File: src/rtl/sts_pkg.sv
package sts_pkg;

  // Geometry
  localparam int OFFSET_BITS_DEF = 16;
  localparam int TOK_DEPTH       = 4;
  localparam int FIELD_W         = 16;
  localparam int VALUE_W         = 32;
  localparam int KIND_W          = 5;
  localparam int ERR_W           = 2;
  localparam int MODE_W          = 3;

  // Scanner modes
  localparam logic [MODE_W-1:0] MODE_IDLE    = 3'd0;
  localparam logic [MODE_W-1:0] MODE_IDENT   = 3'd1;
  localparam logic [MODE_W-1:0] MODE_NUMBER  = 3'd2;
  localparam logic [MODE_W-1:0] MODE_STRING  = 3'd3;
  localparam logic [MODE_W-1:0] MODE_COMMENT = 3'd4;
  localparam logic [MODE_W-1:0] MODE_OP      = 3'd5;

  // Token kinds
  localparam logic [KIND_W-1:0] K_EOF     = 5'd0;
  localparam logic [KIND_W-1:0] K_NEWLINE = 5'd1;
  localparam logic [KIND_W-1:0] K_NUMBER  = 5'd2;
  localparam logic [KIND_W-1:0] K_STRING  = 5'd3;
  localparam logic [KIND_W-1:0] K_IDENT   = 5'd4;
  localparam logic [KIND_W-1:0] K_VAR     = 5'd5;
  localparam logic [KIND_W-1:0] K_FN      = 5'd6;
  localparam logic [KIND_W-1:0] K_RET     = 5'd7;
  localparam logic [KIND_W-1:0] K_IF      = 5'd8;
  localparam logic [KIND_W-1:0] K_ELSE    = 5'd9;
  localparam logic [KIND_W-1:0] K_END     = 5'd10;
  localparam logic [KIND_W-1:0] K_LOOP    = 5'd11;
  localparam logic [KIND_W-1:0] K_TO      = 5'd12;
  localparam logic [KIND_W-1:0] K_ASM     = 5'd13;
  localparam logic [KIND_W-1:0] K_PLUS    = 5'd14;
  localparam logic [KIND_W-1:0] K_MINUS   = 5'd15;
  localparam logic [KIND_W-1:0] K_STAR    = 5'd16;
  localparam logic [KIND_W-1:0] K_SLASH   = 5'd17;
  localparam logic [KIND_W-1:0] K_EQ      = 5'd18;
  localparam logic [KIND_W-1:0] K_EQEQ    = 5'd19;
  localparam logic [KIND_W-1:0] K_NE      = 5'd20;
  localparam logic [KIND_W-1:0] K_LT      = 5'd21;
  localparam logic [KIND_W-1:0] K_GT      = 5'd22;
  localparam logic [KIND_W-1:0] K_LE      = 5'd23;
  localparam logic [KIND_W-1:0] K_GE      = 5'd24;
  localparam logic [KIND_W-1:0] K_LPAREN  = 5'd25;
  localparam logic [KIND_W-1:0] K_RPAREN  = 5'd26;
  localparam logic [KIND_W-1:0] K_COMMA   = 5'd27;
  localparam logic [KIND_W-1:0] K_AT      = 5'd28;
  localparam logic [KIND_W-1:0] K_DOT     = 5'd29;
  localparam logic [KIND_W-1:0] K_ERROR   = 5'd30;

  // Error codes
  localparam logic [ERR_W-1:0] ERR_NONE      = 2'd0;
  localparam logic [ERR_W-1:0] ERR_OPEN_STR  = 2'd1;
  localparam logic [ERR_W-1:0] ERR_NO_EQUALS = 2'd2;
  localparam logic [ERR_W-1:0] ERR_BAD_CHAR  = 2'd3;

  // Pending operator codes
  localparam logic [1:0] OP_ASSIGN = 2'd0;
  localparam logic [1:0] OP_LESS   = 2'd1;
  localparam logic [1:0] OP_MORE   = 2'd2;
  localparam logic [1:0] OP_BANG   = 2'd3;

  // Characters
  localparam logic [7:0] CH_TAB    = 8'h09;
  localparam logic [7:0] CH_NL     = 8'h0A;
  localparam logic [7:0] CH_CR     = 8'h0D;
  localparam logic [7:0] CH_SPACE  = 8'h20;
  localparam logic [7:0] CH_BANG   = 8'h21;
  localparam logic [7:0] CH_QUOTE  = 8'h22;
  localparam logic [7:0] CH_LPAREN = 8'h28;
  localparam logic [7:0] CH_RPAREN = 8'h29;
  localparam logic [7:0] CH_STAR   = 8'h2A;
  localparam logic [7:0] CH_PLUS   = 8'h2B;
  localparam logic [7:0] CH_COMMA  = 8'h2C;
  localparam logic [7:0] CH_MINUS  = 8'h2D;
  localparam logic [7:0] CH_DOT    = 8'h2E;
  localparam logic [7:0] CH_SLASH  = 8'h2F;
  localparam logic [7:0] CH_ZERO   = 8'h30;
  localparam logic [7:0] CH_NINE   = 8'h39;
  localparam logic [7:0] CH_SEMI   = 8'h3B;
  localparam logic [7:0] CH_LT     = 8'h3C;
  localparam logic [7:0] CH_EQ     = 8'h3D;
  localparam logic [7:0] CH_GT     = 8'h3E;
  localparam logic [7:0] CH_AT     = 8'h40;
  localparam logic [7:0] CH_UP_A   = 8'h41;
  localparam logic [7:0] CH_UP_Z   = 8'h5A;
  localparam logic [7:0] CH_UNDER  = 8'h5F;
  localparam logic [7:0] CH_LO_A   = 8'h61;
  localparam logic [7:0] CH_LO_Z   = 8'h7A;

  typedef struct packed {
    logic [KIND_W-1:0]  kind;
    logic [ERR_W-1:0]   err_code;
    logic [FIELD_W-1:0] start_offset;
    logic [FIELD_W-1:0] length;
    logic [FIELD_W-1:0] line_no;
    logic [VALUE_W-1:0] number_value;
    logic               last;
  } tok_t;

  // Build one token; position fields keep their low 16 bits
  function automatic tok_t mk_tok(logic [KIND_W-1:0] kind, logic [ERR_W-1:0] err,
                                  logic [31:0] start, logic [31:0] len,
                                  logic [31:0] line, logic [VALUE_W-1:0] val);
    tok_t t;
    t.kind         = kind;
    t.err_code     = err;
    t.start_offset = start[FIELD_W-1:0];
    t.length       = len[FIELD_W-1:0];
    t.line_no      = line[FIELD_W-1:0];
    t.number_value = val;
    t.last         = 1'b0;
    return t;
  endfunction

  // Keyword lookup on length and the first four bytes, low byte first
  function automatic logic [KIND_W-1:0] ident_kind(logic [31:0] len, logic [31:0] prefix);
    logic [KIND_W-1:0] k;
    k = K_IDENT;
    if      (len == 32'd3 && prefix == 32'h0072_6176) k = K_VAR;
    else if (len == 32'd2 && prefix == 32'h0000_6E66) k = K_FN;
    else if (len == 32'd3 && prefix == 32'h0074_6572) k = K_RET;
    else if (len == 32'd2 && prefix == 32'h0000_6669) k = K_IF;
    else if (len == 32'd4 && prefix == 32'h6573_6C65) k = K_ELSE;
    else if (len == 32'd3 && prefix == 32'h0064_6E65) k = K_END;
    else if (len == 32'd4 && prefix == 32'h706F_6F6C) k = K_LOOP;
    else if (len == 32'd2 && prefix == 32'h0000_6F74) k = K_TO;
    else if (len == 32'd3 && prefix == 32'h006D_7361) k = K_ASM;
    return k;
  endfunction

  function automatic logic [KIND_W-1:0] single_kind(logic [1:0] op);
    logic [KIND_W-1:0] k;
    unique case (op)
      OP_ASSIGN: k = K_EQ;
      OP_LESS:   k = K_LT;
      OP_MORE:   k = K_GT;
      default:   k = K_EOF;
    endcase
    return k;
  endfunction

  function automatic logic [KIND_W-1:0] double_kind(logic [1:0] op);
    logic [KIND_W-1:0] k;
    unique case (op)
      OP_ASSIGN: k = K_EQEQ;
      OP_LESS:   k = K_LE;
      OP_MORE:   k = K_GE;
      default:   k = K_NE;
    endcase
    return k;
  endfunction

endpackage

File: src/rtl/sts_in_if.sv
interface sts_in_if;
  logic       valid;
  logic       ready;
  logic       func;
  logic [7:0] ch;

  modport source (output valid, output func, output ch, input ready);
  modport sink (input valid, input func, input ch, output ready);
endinterface

File: src/rtl/sts_out_if.sv
interface sts_out_if;
  import sts_pkg::*;

  logic               valid;
  logic               ready;
  logic [KIND_W-1:0]  kind;
  logic [ERR_W-1:0]   err_code;
  logic [FIELD_W-1:0] start_offset;
  logic [FIELD_W-1:0] length;
  logic [FIELD_W-1:0] line_no;
  logic [VALUE_W-1:0] number_value;
  logic               last;

  modport source (output valid, output kind, output err_code, output start_offset,
                  output length, output line_no, output number_value, output last,
                  input ready);
  modport sink (input valid, input kind, input err_code, input start_offset,
                input length, input line_no, input number_value, input last,
                output ready);
endinterface

File: src/rtl/script_token_scanner_core.sv
// Streaming tokenizer: one source byte (or end-of-source mark) per input item, tokens out
// one per cycle while the consumer is ready. The scanner state and the lexing decision for
// an item are evaluated in the cycle it is accepted, and its tokens (at most two) land in a
// 4-entry token queue, so with an empty queue the first token of an item is visible on the
// output the cycle after acceptance. Input items are taken one per cycle whenever the queue
// has at least two free slots; an item that yields two tokens takes two output slots, so
// sustained input rate is one item per cycle as long as the consumer drains one token per
// cycle and items average at most one token. End of source always yields EOF (after any
// pending token) and returns position to 0 and line to 1. Positions, lengths and lines
// saturate at 2^OFFSET_BITS-1 and are reported in their low 16 bits.
module script_token_scanner_core #(
  parameter int OFFSET_BITS = sts_pkg::OFFSET_BITS_DEF
) (
  input  logic      clk,
  input  logic      rst,
  sts_in_if.sink    src,
  sts_out_if.source tok
);
  import sts_pkg::*;

  localparam int PTR_W = $clog2(TOK_DEPTH);
  localparam int CNT_W = $clog2(TOK_DEPTH + 1);

  function automatic logic [OFFSET_BITS-1:0] sat_inc(logic [OFFSET_BITS-1:0] v);
    return (v == '1) ? v : v + 1'b1;
  endfunction

  // Scanner state
  logic [MODE_W-1:0]      mode, mode_next;
  logic [OFFSET_BITS-1:0] pos, pos_next;
  logic [OFFSET_BITS-1:0] line, line_next;
  logic [OFFSET_BITS-1:0] tstart, tstart_next;
  logic [OFFSET_BITS-1:0] tlen, tlen_next;
  logic [VALUE_W-1:0]     accum, accum_next;
  logic [31:0]            prefix, prefix_next;
  logic [1:0]             pop, pop_next;

  // Token queue
  tok_t             q [TOK_DEPTH];
  logic [PTR_W-1:0] head, tail;
  logic [CNT_W-1:0] count, count_next;

  logic       acc;
  logic       drain;
  logic       flush_vld;
  tok_t       flush_tok;
  logic [1:0] n;
  tok_t       res [2];

  assign acc       = src.valid && src.ready;
  assign drain     = tok.valid && tok.ready;
  assign src.ready = (count <= CNT_W'(TOK_DEPTH - 2));

  // Close whatever token is pending in the registered state
  always_comb begin
    flush_vld = 1'b1;
    flush_tok = mk_tok(K_ERROR, ERR_OPEN_STR, 32'(tstart), 32'd0, 32'(line), '0);
    unique case (mode)
      MODE_IDENT:
        flush_tok = mk_tok(ident_kind(32'(tlen), prefix), ERR_NONE, 32'(tstart),
                           32'(tlen), 32'(line), '0);
      MODE_NUMBER:
        flush_tok = mk_tok(K_NUMBER, ERR_NONE, 32'(tstart), 32'(tlen), 32'(line), accum);
      MODE_STRING: ;
      MODE_OP:
        if (pop == OP_BANG) begin
          flush_tok = mk_tok(K_ERROR, ERR_NO_EQUALS, 32'(tstart), 32'd0, 32'(line), '0);
        end else begin
          flush_tok = mk_tok(single_kind(pop), ERR_NONE, 32'(tstart), 32'd1,
                             32'(line), '0);
        end
      default: flush_vld = 1'b0;
    endcase
  end

  // Lex one item: continue the pending token, else flush it and start a new one
  always_comb begin
    logic                   consumed;
    logic [OFFSET_BITS-1:0] ln;
    logic [7:0]             c;
    logic                   st_vld;
    tok_t                   st_tok;

    c           = src.ch;
    consumed    = 1'b0;
    ln          = line;
    st_vld      = 1'b0;
    st_tok      = '0;
    mode_next   = mode;
    pos_next    = pos;
    tstart_next = tstart;
    tlen_next   = tlen;
    accum_next  = accum;
    prefix_next = prefix;
    pop_next    = pop;
    n           = 2'd0;
    res[0]      = '0;
    res[1]      = '0;

    if (src.func) begin
      // End of source: pending token, then EOF, then rewind
      if (flush_vld) begin
        res[n[0]] = flush_tok;
        n         = n + 2'd1;
      end
      res[n[0]]   = mk_tok(K_EOF, ERR_NONE, 32'(pos), 32'd0, 32'(line), '0);
      n           = n + 2'd1;
      mode_next   = MODE_IDLE;
      pos_next    = '0;
      ln          = OFFSET_BITS'(1);
      tlen_next   = '0;
      accum_next  = '0;
      prefix_next = '0;
      pop_next    = OP_ASSIGN;
    end else begin
      // Extend the pending token where this byte belongs to it
      unique case (mode)
        MODE_IDENT:
          case (c) inside
            [CH_LO_A:CH_LO_Z], [CH_UP_A:CH_UP_Z], CH_UNDER, [CH_ZERO:CH_NINE]: begin
              if (tlen < OFFSET_BITS'(4)) begin
                prefix_next = prefix | (32'(c) << {tlen[1:0], 3'b000});
              end
              tlen_next = sat_inc(tlen);
              consumed  = 1'b1;
            end
            default: ;
          endcase
        MODE_NUMBER:
          if (c >= CH_ZERO && c <= CH_NINE) begin
            accum_next = (accum << 3) + (accum << 1) + {28'd0, c[3:0]};
            tlen_next  = sat_inc(tlen);
            consumed   = 1'b1;
          end
        MODE_STRING: begin
          if (c == CH_QUOTE) begin
            res[n[0]] = mk_tok(K_STRING, ERR_NONE, 32'(tstart), 32'(tlen), 32'(line), '0);
            n         = n + 2'd1;
            mode_next = MODE_IDLE;
          end else begin
            if (c == CH_NL) begin
              ln = sat_inc(line);
            end
            tlen_next = sat_inc(tlen);
          end
          consumed = 1'b1;
        end
        MODE_COMMENT:
          consumed = (c != CH_NL);
        MODE_OP:
          if (c == CH_EQ) begin
            res[n[0]] = mk_tok(double_kind(pop), ERR_NONE, 32'(tstart), 32'd2,
                               32'(line), '0);
            n         = n + 2'd1;
            mode_next = MODE_IDLE;
            consumed  = 1'b1;
          end
        default: ;
      endcase

      if (!consumed) begin
        if (flush_vld) begin
          res[n[0]] = flush_tok;
          n         = n + 2'd1;
        end
        mode_next = MODE_IDLE;
        // Start a new token with this byte
        case (c) inside
          CH_SPACE, CH_TAB, CH_CR: ;
          CH_SEMI: mode_next = MODE_COMMENT;
          CH_NL: begin
            ln     = sat_inc(line);
            st_vld = 1'b1;
            st_tok = mk_tok(K_NEWLINE, ERR_NONE, 32'(pos), 32'd1, 32'(ln), '0);
          end
          CH_QUOTE: begin
            mode_next   = MODE_STRING;
            tstart_next = sat_inc(pos);
            tlen_next   = '0;
          end
          CH_PLUS, CH_MINUS, CH_STAR, CH_SLASH, CH_LPAREN, CH_RPAREN, CH_COMMA, CH_AT,
          CH_DOT: begin
            st_vld = 1'b1;
            st_tok = mk_tok(K_PLUS, ERR_NONE, 32'(pos), 32'd1, 32'(line), '0);
            case (c)
              CH_MINUS:  st_tok.kind = K_MINUS;
              CH_STAR:   st_tok.kind = K_STAR;
              CH_SLASH:  st_tok.kind = K_SLASH;
              CH_LPAREN: st_tok.kind = K_LPAREN;
              CH_RPAREN: st_tok.kind = K_RPAREN;
              CH_COMMA:  st_tok.kind = K_COMMA;
              CH_AT:     st_tok.kind = K_AT;
              CH_DOT:    st_tok.kind = K_DOT;
              default:   ;
            endcase
          end
          CH_EQ, CH_LT, CH_GT, CH_BANG: begin
            mode_next   = MODE_OP;
            tstart_next = pos;
            case (c)
              CH_EQ:   pop_next = OP_ASSIGN;
              CH_LT:   pop_next = OP_LESS;
              CH_GT:   pop_next = OP_MORE;
              default: pop_next = OP_BANG;
            endcase
          end
          [CH_LO_A:CH_LO_Z], [CH_UP_A:CH_UP_Z], CH_UNDER: begin
            mode_next   = MODE_IDENT;
            tstart_next = pos;
            tlen_next   = OFFSET_BITS'(1);
            prefix_next = 32'(c);
          end
          [CH_ZERO:CH_NINE]: begin
            mode_next   = MODE_NUMBER;
            tstart_next = pos;
            tlen_next   = OFFSET_BITS'(1);
            accum_next  = {28'd0, c[3:0]};
          end
          default: begin
            st_vld = 1'b1;
            st_tok = mk_tok(K_ERROR, ERR_BAD_CHAR, 32'(pos), 32'd0, 32'(line), '0);
          end
        endcase
        if (st_vld) begin
          res[n[0]] = st_tok;
          n         = n + 2'd1;
        end
      end
      pos_next = sat_inc(pos);
    end

    line_next = ln;
    // Mark the final token of this item
    if (n != 2'd0) begin
      res[n[0] - 1'b1].last = 1'b1;
    end
  end

  // Advance the scanner state on each accepted item
  always_ff @(posedge clk) begin
    if (rst) begin
      mode   <= MODE_IDLE;
      pos    <= '0;
      line   <= OFFSET_BITS'(1);
      tstart <= '0;
      tlen   <= '0;
      accum  <= '0;
      prefix <= '0;
      pop    <= OP_ASSIGN;
    end else if (acc) begin
      mode   <= mode_next;
      pos    <= pos_next;
      line   <= line_next;
      tstart <= tstart_next;
      tlen   <= tlen_next;
      accum  <= accum_next;
      prefix <= prefix_next;
      pop    <= pop_next;
    end
  end

  // Token queue storage: push up to two items, pop one
  always_ff @(posedge clk) begin
    if (acc && n != 2'd0) begin
      q[tail] <= res[0];
    end
    if (acc && n == 2'd2) begin
      q[tail + 1'b1] <= res[1];
    end
  end

  always_comb begin
    count_next = count;
    if (acc) begin
      count_next = count_next + CNT_W'(n);
    end
    if (drain) begin
      count_next = count_next - 1'b1;
    end
  end

  always_ff @(posedge clk) begin
    if (rst) begin
      head  <= '0;
      tail  <= '0;
      count <= '0;
    end else begin
      count <= count_next;
      if (acc) begin
        tail <= tail + PTR_W'(n);
      end
      if (drain) begin
        head <= head + 1'b1;
      end
    end
  end

  // Drive the head item
  assign tok.valid        = (count != '0);
  assign tok.kind         = q[head].kind;
  assign tok.err_code     = q[head].err_code;
  assign tok.start_offset = q[head].start_offset;
  assign tok.length       = q[head].length;
  assign tok.line_no      = q[head].line_no;
  assign tok.number_value = q[head].number_value;
  assign tok.last         = q[head].last;

`ifndef ASSERT_OFF
  a_count_bound: assert property (@(posedge clk) disable iff (rst)
    count <= CNT_W'(TOK_DEPTH))
    else $error("token queue overfilled");

  a_eof_rewind: assert property (@(posedge clk) disable iff (rst)
    acc && src.func |=> pos == '0 && line == OFFSET_BITS'(1) && mode == MODE_IDLE)
    else $error("end of source did not rewind the scanner");

  a_eof_queued: assert property (@(posedge clk) disable iff (rst)
    acc && src.func |=> count != '0)
    else $error("end of source left no token queued");

  a_line_nonzero: assert property (@(posedge clk) disable iff (rst)
    line != '0)
    else $error("line count reached zero");
`endif

endmodule
File: src/flat_wrapper.sv
// flat-port wrapper written by rule: the top's interface ports become plain ports
module script_token_scanner_core_flat import sts_pkg::*;
#(
  parameter int OFFSET_BITS = sts_pkg::OFFSET_BITS_DEF
)
  (clk, rst, src_valid, src_func, src_ch, src_ready, tok_valid, tok_kind, tok_err_code, tok_start_offset, tok_length, tok_line_no, tok_number_value, tok_last, tok_ready);
  sts_in_if src_i ();
  sts_out_if tok_i ();
  input  logic clk;
  input  logic rst;
  input wire logic [$bits(src_i.valid)-1:0] src_valid;
  input wire logic [$bits(src_i.func)-1:0] src_func;
  input wire logic [$bits(src_i.ch)-1:0] src_ch;
  output wire logic [$bits(src_i.ready)-1:0] src_ready;
  output wire logic [$bits(tok_i.valid)-1:0] tok_valid;
  output wire logic [$bits(tok_i.kind)-1:0] tok_kind;
  output wire logic [$bits(tok_i.err_code)-1:0] tok_err_code;
  output wire logic [$bits(tok_i.start_offset)-1:0] tok_start_offset;
  output wire logic [$bits(tok_i.length)-1:0] tok_length;
  output wire logic [$bits(tok_i.line_no)-1:0] tok_line_no;
  output wire logic [$bits(tok_i.number_value)-1:0] tok_number_value;
  output wire logic [$bits(tok_i.last)-1:0] tok_last;
  input wire logic [$bits(tok_i.ready)-1:0] tok_ready;
  assign src_i.valid = src_valid;
  assign src_i.func = src_func;
  assign src_i.ch = src_ch;
  assign src_ready = src_i.ready;
  assign tok_valid = tok_i.valid;
  assign tok_kind = tok_i.kind;
  assign tok_err_code = tok_i.err_code;
  assign tok_start_offset = tok_i.start_offset;
  assign tok_length = tok_i.length;
  assign tok_line_no = tok_i.line_no;
  assign tok_number_value = tok_i.number_value;
  assign tok_last = tok_i.last;
  assign tok_i.ready = tok_ready;
  script_token_scanner_core #(.OFFSET_BITS(OFFSET_BITS)) u_core (.clk(clk), .rst(rst), .src(src_i), .tok(tok_i));
endmodule
File: config.mk
export PLATFORM = sky130hd
export DESIGN_NAME = script_token_scanner_core_flat
export DESIGN_NICKNAME = d
export VERILOG_FILES = /design/src/rtl/sts_pkg.sv /design/src/rtl/sts_in_if.sv /design/src/rtl/sts_out_if.sv /design/src/rtl/script_token_scanner_core.sv /design/src/flat_wrapper.sv
export SDC_FILE = /design/constraint.sdc
export NUM_CORES = 1
export LEC_CHECK = 0
export BUFFER_PORTS_ARGS = -buffer_cell sky130_fd_sc_hd__buf_2
export CAP_MARGIN = 10
export CORE_ASPECT_RATIO = 0.75
export CORE_UTILIZATION = 45
export CTS_BUF_LIST = sky130_fd_sc_hd__clkbuf_8
export DETAILED_ROUTE_END_ITERATION = 8
export GPL_TIMING_DRIVEN = 0
export SLEW_MARGIN = 20
export SYNTH_ARGS = -nofsm -noshare
export SYNTH_HDL_FRONTEND = slang
export SYNTH_SLANG_ARGS = --single-unit
File: constraint.sdc
create_clock -name clk -period 21.5 [get_ports clk]
set_clock_uncertainty 0.05 [all_clocks]
set_input_delay 1.075 -clock clk [delete_from_list [all_inputs] [get_ports clk]]
set_output_delay 1.075 -clock clk [all_outputs]
set_load 0.005 [all_outputs]
==> results of run 1 <==
-- report_power, final --
part           internal [uW]  total [uW]  switching, uW
logic                    273         627            354
registers               1120        1150           27.4
clock network            404         810            406
total                   1800        2590            787
-- metrics by stage --
| step | cells | setup WS (ns) | hold WS [ns] |
|---|---|---|---|
| 2_1_floorplan | 2469 | 11.25 | 0.370 |
| 3_3_place_gp | 3359 | 4.56 | 0.390 |
| 3_5_place_dp | 3389 | 15.43 | 0.397 |
| 4_1_cts | 3541 | 16.14 | 0.416 |
| 5_1_grt | 3543 | 15.82 | 0.452 |
| 6_report | 3543 | 15.94 | 0.410 |
-- layer usage --
metal,track usage (%),up-vias,part of all wire (%)
met5,0,-,0.015
li1,-,9830,-
met2,40.1,1027,42
met4,7.81,2,2.2
met3,6.19,141,8.9
met1,43.7,10800,47
-- flip-flops by register name, indices dropped and copies added (netlist names), named ones only --
name and flops:
u_core.accum 32, u_core.count 3, u_core.head 2, u_core.line 16, u_core.mode 3, u_core.pop 2
u_core.pos 16, u_core.prefix 32, u_core.q 352, u_core.tail 2, u_core.tlen 16, u_core.tstart 16
-- worst max-delay path by stage --
stage | slack [ns] | from | end
after global routing | 15.82 | src_ch[4] | u_core.count[1]$_SDFF_PP0_
after global placement | 4.56 | src_ch[3] | u_core.q[1][10]$_DFFE_PP_
final | 15.94 | src_ch[4] | u_core.q[3][49]$_DFFE_PP_
after detailed placement | 15.43 | src_ch[4] | u_core.q[3][29]$_DFFE_PP_
after floorplan | 11.25 | src_ch[2] | u_core.q[1][0]$_DFFE_PP_
after CTS | 16.14 | flip-flop | tok_err_code[1]
-- Yosys cell counts, drive strengths merged, types with 13 or more instances --
master  number
nor2       377
edfxtp     352
nand2      177
a21oi      165
dfxtp      142
clkbuf     108
o21ai       93
mux4        88
mux2        70
ha          69
buf         65
a22o        59
mux2i       59
nand3       59
nor3        46
inv         41
and3        40
nand4       37
nor4        34
a211oi      29
xnor2       29
a22oi       26
a31oi       18
and2        18
or3         18
a21o        15
nand2b      14
nand3b      14
nor2b       14
o22ai       13
o31ai       13
-- kinds of logic (layout without fill, tap and decap cells) --
family          Yosys count  after routing  share of synthesized area [%]
simple gates            900            900                           16.1
compound gates          529            529                           13.1
flops                   494            494                           49.8
mux                     217            217                           12.8
buf+inv                 216            498                           3.42
fa+ha+maj                72             72                           3.43
xor+xnor                 41             41                           1.33
other cells               0              2                              0
-- final cells by class --
type | count | area, sq um
clock inverters | 65 | 364
fillers | 5322 | 28400
inverters | 43 | 163
diodes | 2 | 5.00
plain buffers | 173 | 764
clock buffers | 87 | 1200
flip-flops and latches | 494 | 13400
well taps | 790 | 988
repair buffers | 130 | 1050
multi-input cells | 1759 | 12700
==> flow_summary.json, run 1 <==
{
  "synth_cell_type_count": 93,
  "cts_resized": 0,
  "hold_class": "reg2reg",
  "coreArea_sq_um": 59100,
  "rrSetupSlack_ns": 15.99,
  "period_share_pct": 25.9,
  "synthesis.nets": 2554,
  "vias": 21800,
  "yosys_warnings": 0,
  "cts-htree-levels": 3,
  "hpwl_microns": 64300,
  "grt.total_usage_pct": 28.4,
  "hold_end": "u_core.prefix[15]$_SDFFE_PP0P_",
  "final_common_cell": "nor2_1",
  "numCtsBuffers": 81,
  "gp_congestion": 0.973,
  "io_buffers": 100,
  "crit_top_cell": "clkbuf_1",
  "syn2layout_area_growth_pct": 13.6,
  "grt_max_degree": 21,
  "postRouteAntennaNets": 0,
  "critical_path.endpoint_type": "flip-flop",
  "reg2reg_from": "u_core.mode[1]$_SDFFE_PP0P_",
  "place_area_sq_um": 29000,
  "drtPass1Iterations": 6,
  "drc_errors": 0,
  "criticalPathCategory": "in2reg",
  "cts_root_buffer": "clkbuf_8",
  "min_delay_path_depth": 1,
  "grt_pass1_wl_microns": 132000,
  "grt_pass1_vias": 21100,
  "clkTransAtPathRegs_ns": 0.06,
  "r2r-end": "u_core.q[3][49]$_DFFE_PP_",
  "wirelength_microns": 86500,
  "final_cell_mix": "nor2_1, edfxtp_1, nand2_1",
  "final_area_sq_um": 30600,
  "yosys_register_bits": 494,
  "setup.worst_path.start_class": "input pin",
  "dieArea_sq_um": 60900,
  "cpLargestDelayFamily": "simple AND/OR/NAND/NOR gates",
  "synth_flop_cell": "edfxtp_1",
  "start_util_pct": 45.6,
  "slew_viol_final": 0,
  "p_leak_uw": 0.0114,
  "nNetsFinal": 2767,
  "chipHeight_microns": 214,
  "syn_area_per_cell_sq_um": 10.9,
  "synth_async_sr_flop_share_pct": 0,
  "hold_viol_final": 0,
  "clk_path_buf_depth": 3,
  "reg2reg_depth": 9,
  "relSlewSlack_pct": 20.8,
  "tns_ns": 0,
  "die_w_microns": 285,
  "tightest_slew_ns": 1.18,
  "finalSetupViolCount": 0,
  "first_iter_violations": 2666,
  "cts_tree": "yes",
  "status": "complete, no violations",
  "fmax_mhz": 180,
  "rsz0062_at_grt": "false",
  "antenna_found_initial": 3,
  "insertion_delay_ns": 0.70,
  "ios": 103,
  "synth_edf_count": 352,
  "synth_top_area_share_pct": 39.2,
  "cp.arrival_ns": 5.88,
  "cts_setup_buffers": 0,
  "syn-cell-area_sq_um": 26900,
  "clkSinkCount": 494,
  "wl_per_cell_microns": 24.4,
  "cp_max_fo": 10,
  "ys_top_cells_by_area": "edfxtp_1, dfxtp_1, mux4_2",
  "irDropWorstVdd_uv": 43.6,
  "power_density_nw_per_um2": 84.5,
  "min-delay-start": "u_core.prefix[15]$_SDFFE_PP0P_",
  "netlist_instances": 2469,
  "cp.required_ns": 21.82,
  "num_rows": 77,
  "slowest_stage": "nor4_2",
  "path_depth": 11,
  "via_per_inst": 6.14,
  "crit_chain": "buf_2, clkbuf_1, and4bb_2, nand3_1, o31a_1, ha_1, nor4_2, nand2_1, clkbuf_1, o22ai_1, o21ai_0",
  "hold_buffers": 0,
  "max_cap_viol_count": 0,
  "critPathBufInv": 3,
  "layout-drive-gt1-share_pct": 17.3,
  "yosysTopAreaCell": "edfxtp_1",
  "grt-ovfl-total": 0,
  "power_uw": 2590,
  "max_stage_delay_ns": 0.90,
  "utilization_pct": 51.8,
  "ys_seq_area_share_pct": 49.8,
  "final.min_clock_period_ns": 5.56
}
Power figures use the tool's default switching activity.
==> inputs of run 2 (changes only) <==
- ABC_AREA: default -> 1
- clock period: 21.5 -> 5.45 ns (I/O delays scaled with it)
==> run 2 against run 1 <==
Against the previous run: core utilization is 0.46 points lower; via count is 48% higher; sequential cell count stayed put; global-route usage is 6.8 points higher; wire length is 46% higher; synthesized cell count is 67% higher; critical path depth is 6 higher; synthesized area is 15% higher; worst setup slack worse by 16 ns; combinational power grew to 8.6 times the previous value; register-to-register slack worse by 16 ns; critical endpoint is now u_core.q[3][19]$_DFFE_PP_.
==> flow_summary.json, run 2 <==
{
  "synth_xor_area_share_pct": 0.962,
  "syn-cell-area_sq_um": 31000,
  "largest-register": "u_core.q",
  "gp_congestion": 1.01,
  "ys_top_cells_by_area": "edfxtp_1, nand2_1, dfxtp_1",
  "dieArea_sq_um": 69900,
  "chipHeight_microns": 229,
  "final_cell_mix": "nand2_1, o21ai_0, nor2_1",
  "largest_reg_flops": 352,
  "first_iter_violations": 4903,
  "synth_edf_count": 352,
  "hold_end": "u_core.prefix[9]$_SDFFE_PP0P_",
  "nFillCells": 6685,
  "synth-simple-area-share_pct": 24.9,
  "cp_max_fo": 44,
  "synth_flop_cell": "edfxtp_1",
  "grt_pass1_wl_microns": 186000,
  "hold_class": "in2reg",
  "setup.worst_path.start_class": "flip-flop",
  "io_buffers": 98,
  "synth_top_family_by_area": "simple AND/OR/NAND/NOR gates",
  "cp.required_ns": 5.80,
  "top_regs": "u_core.q x352, u_core.accum x32, u_core.prefix x32",
  "numCtsBuffers": 85,
  "netlist_instances": 4128,
  "synth_cell_type_count": 57,
  "yosysMostFrequentCell": "nand2_1",
  "clkSinkCount": 494,
  "insertion_delay_ns": 0.75,
  "wirelength_microns": 127000,
  "wl_per_cell_microns": 24.0,
  "power_density_nw_per_um2": 403,
  "grt_max_degree": 45,
  "drtPass1Iterations": 7,
  "synthTopCellsByCount": "nand2_1, o21ai_0, nor2_1",
  "synth_async_sr_flop_share_pct": 0,
  "hold_viol_final": 0,
  "grt_pass1_vias": 28500,
  "finalSetupViolCount": 0,
  "relSlewSlack_pct": 21.1,
  "ios": 103,
  "fmax_mhz": 189,
  "dp_slack_ns": 0.0102,
  "rsz0062_at_grt": "false",
  "clkTransAtPathRegs_ns": 0.07,
  "cp.arrival_ns": 5.65,
  "final_common_cell": "nand2_1",
  "yosys_register_bits": 494,
  "r2r-end": "u_core.q[3][19]$_DFFE_PP_",
  "fin_ws_ns": 0.152,
  "clk_path_buf_depth": 3,
  "vias": 32100,
  "hpwl_microns": 92200,
  "yosysTopAreaCell": "edfxtp_1",
  "p_leak_uw": 0.0133,
  "drc_errors": 0,
  "cts-htree-levels": 3,
  "synth_top_area_share_pct": 34.1,
  "grt.total_usage_pct": 35.3,
  "nNetsFinal": 4414,
  "synthesis.nets": 4213,
  "slew_viol_final": 0,
  "reg2reg_depth": 17,
  "syn2layout_area_growth_pct": 11.8,
  "rrSetupSlack_ns": 0.15,
  "min_delay_path_depth": 6,
  "min-delay-start": "src_ch[1]",
  "start_util_pct": 45.9,
  "cts_root_buffer": "clkbuf_8",
  "reg2reg_from": "u_core.mode[1]$_SDFFE_PP0P_",
  "critical_path.endpoint_type": "flip-flop",
  "yosys_warnings": 0,
  "antenna_found_initial": 1,
  "status": "complete, no violations",
  "synth_adder_area_share_pct": 2.98,
  "num_rows": 82,
  "ys_seq_area_share_pct": 43.3,
  "period_share_pct": 97.2,
  "synthMuxAreaShare_pct": 0.0323,
  "postRouteAntennaNets": 0,
  "utilization_pct": 51.4,
  "grt-ovfl-total": 0,
  "coreArea_sq_um": 67400,
  "power_uw": 14000,
  "synth_compound_area_share_pct": 20.2,
  "tightest_slew_ns": 1.18,
  "via_per_inst": 6.09,
  "cts_tree": "yes",
  "layout-drive-gt1-share_pct": 8.10,
  "final.min_clock_period_ns": 5.30,
  "irDropWorstVdd_uv": 314,
  "syn_area_per_cell_sq_um": 7.50,
  "tns_ns": 0,
  "max_cap_viol_count": 0,
  "die_w_microns": 305,
  "criticalPathCategory": "reg2reg"
}
==> run 2: cell count changes after synthesis, moves of 42 or more <==
cell / before / now
nand2_1: 177 / 919
o21ai_0: 90 / 470
inv_1: 41 / 263
a21oi_1: 165 / 374
nand3_1: 59 / 251
o22ai_1: 13 / 132
clkbuf_1: 108 / 207
mux4_2: 88 / 0
nor2_1: 377 / 456
a22o_1: 59 / 0
mux2i_1: 59 / 1
mux2_2: 42 / 0
==> run 2: timing repair <==
action                     in CTS  in global routing
hold endpoints to repair       10                  0
hold buffers                    6                  0
setup buffers                   0                  3
gates resized for setup         0                  2
setup endpoints to repair       0                131
==> run 2: cell families after synthesis <==
kind of cell               Yosys count
AOI/OAI and AO/OA                 1138
xor gates and xnor gates            34
adders and majority gates           72
buffers and inverters              568
DFF                                494
muxes                                1
and+or+nand+nor                   1821
==> run 2: worst max-delay path, stage by stage (launching register included) <==
cell and delay, ns:
dfxtp_1 0.43, nand2_1 0.13, nor2_2 0.36, inv_1 0.27
nor2_8 0.25, inv_4 0.12, nand2_4 0.15, clkbuf_1 0.51
ha_1 0.26, inv_1 0.05, nand2_1 0.09, nand4_2 0.23
nand2_2 0.39, nand4_2 0.35, buf_2 0.35, nand2_4 0.31
buf_12 0.29, buf_16 0.30
==> run 2: power breakdown <==
| part | total (uW) | internal, uW | leakage (uW) | switching (uW) |
|---|---|---|---|---|
| Clock | 3600 | 1880 | 0.00100 | 1720 |
| Sequential | 4970 | 4780 | 0.00444 | 195 |
| Combinational | 5390 | 1380 | 0.00788 | 4010 |
| Total | 14000 | 8030 | 0.0133 | 5930 |
==> run 2: layer usage <==
layer  track usage [%]  wire length [microns]  share of wire [%]
met1              54.9                  56900                 45
met2              46.5                  48500                 38
met3              9.29                  17400                 14
met4              10.8                   3690                2.9
met5                 0                     40              0.032
==> run 2: how the worst max path moves through the flow <==
stage	startpoint	end	slack (ns)
floorplan	src_ch[0]	u_core.q[0][0]$_DFFE_PP_	0.16
global placement	src_ch[0]	u_core.q[0][11]$_DFFE_PP_	-3.03
detailed placement	src_ch[0]	u_core.q[0][21]$_DFFE_PP_	0.01
CTS	src_ch[0]	u_core.q[0][24]$_DFFE_PP_	0.21
global route	u_core.mode[1]$_SDFFE_PP0P_	u_core.q[3][24]$_DFFE_PP_	0.02
finish	u_core.mode[1]$_SDFFE_PP0P_	u_core.q[3][19]$_DFFE_PP_	0.15
==> run 2: metrics by stage <==
| stage | cell area, sq um | instances | hold slack [ns] |
|---|---|---|---|
| 2_1_floorplan | 31000 | 4128 | 0.386 |
| 3_3_place_gp | 32600 | 5108 | 0.406 |
| 3_5_place_dp | 32800 | 5116 | 0.415 |
| 4_1_cts | 34600 | 5274 | 0.0993 |
| 5_1_grt | 34600 | 5277 | 0.149 |
| 6_report | 34600 | 5277 | 0.136 |
==> run 2: final cells by class <==
cell class              instances  area [sq um]  share of cell area, %
multi-input cells            3066         15300                   44.1
flip-flops and latches        494         13400                   38.7
clock buffers                  97          1340                   3.86
plain buffers                 279          1260                   3.64
well taps                     882          1100                   3.19
inverters                     288          1090                   3.15
repair buffers                115           763                   2.20
clock inverters                55           407                   1.17
diodes                          1          2.50                0.00723
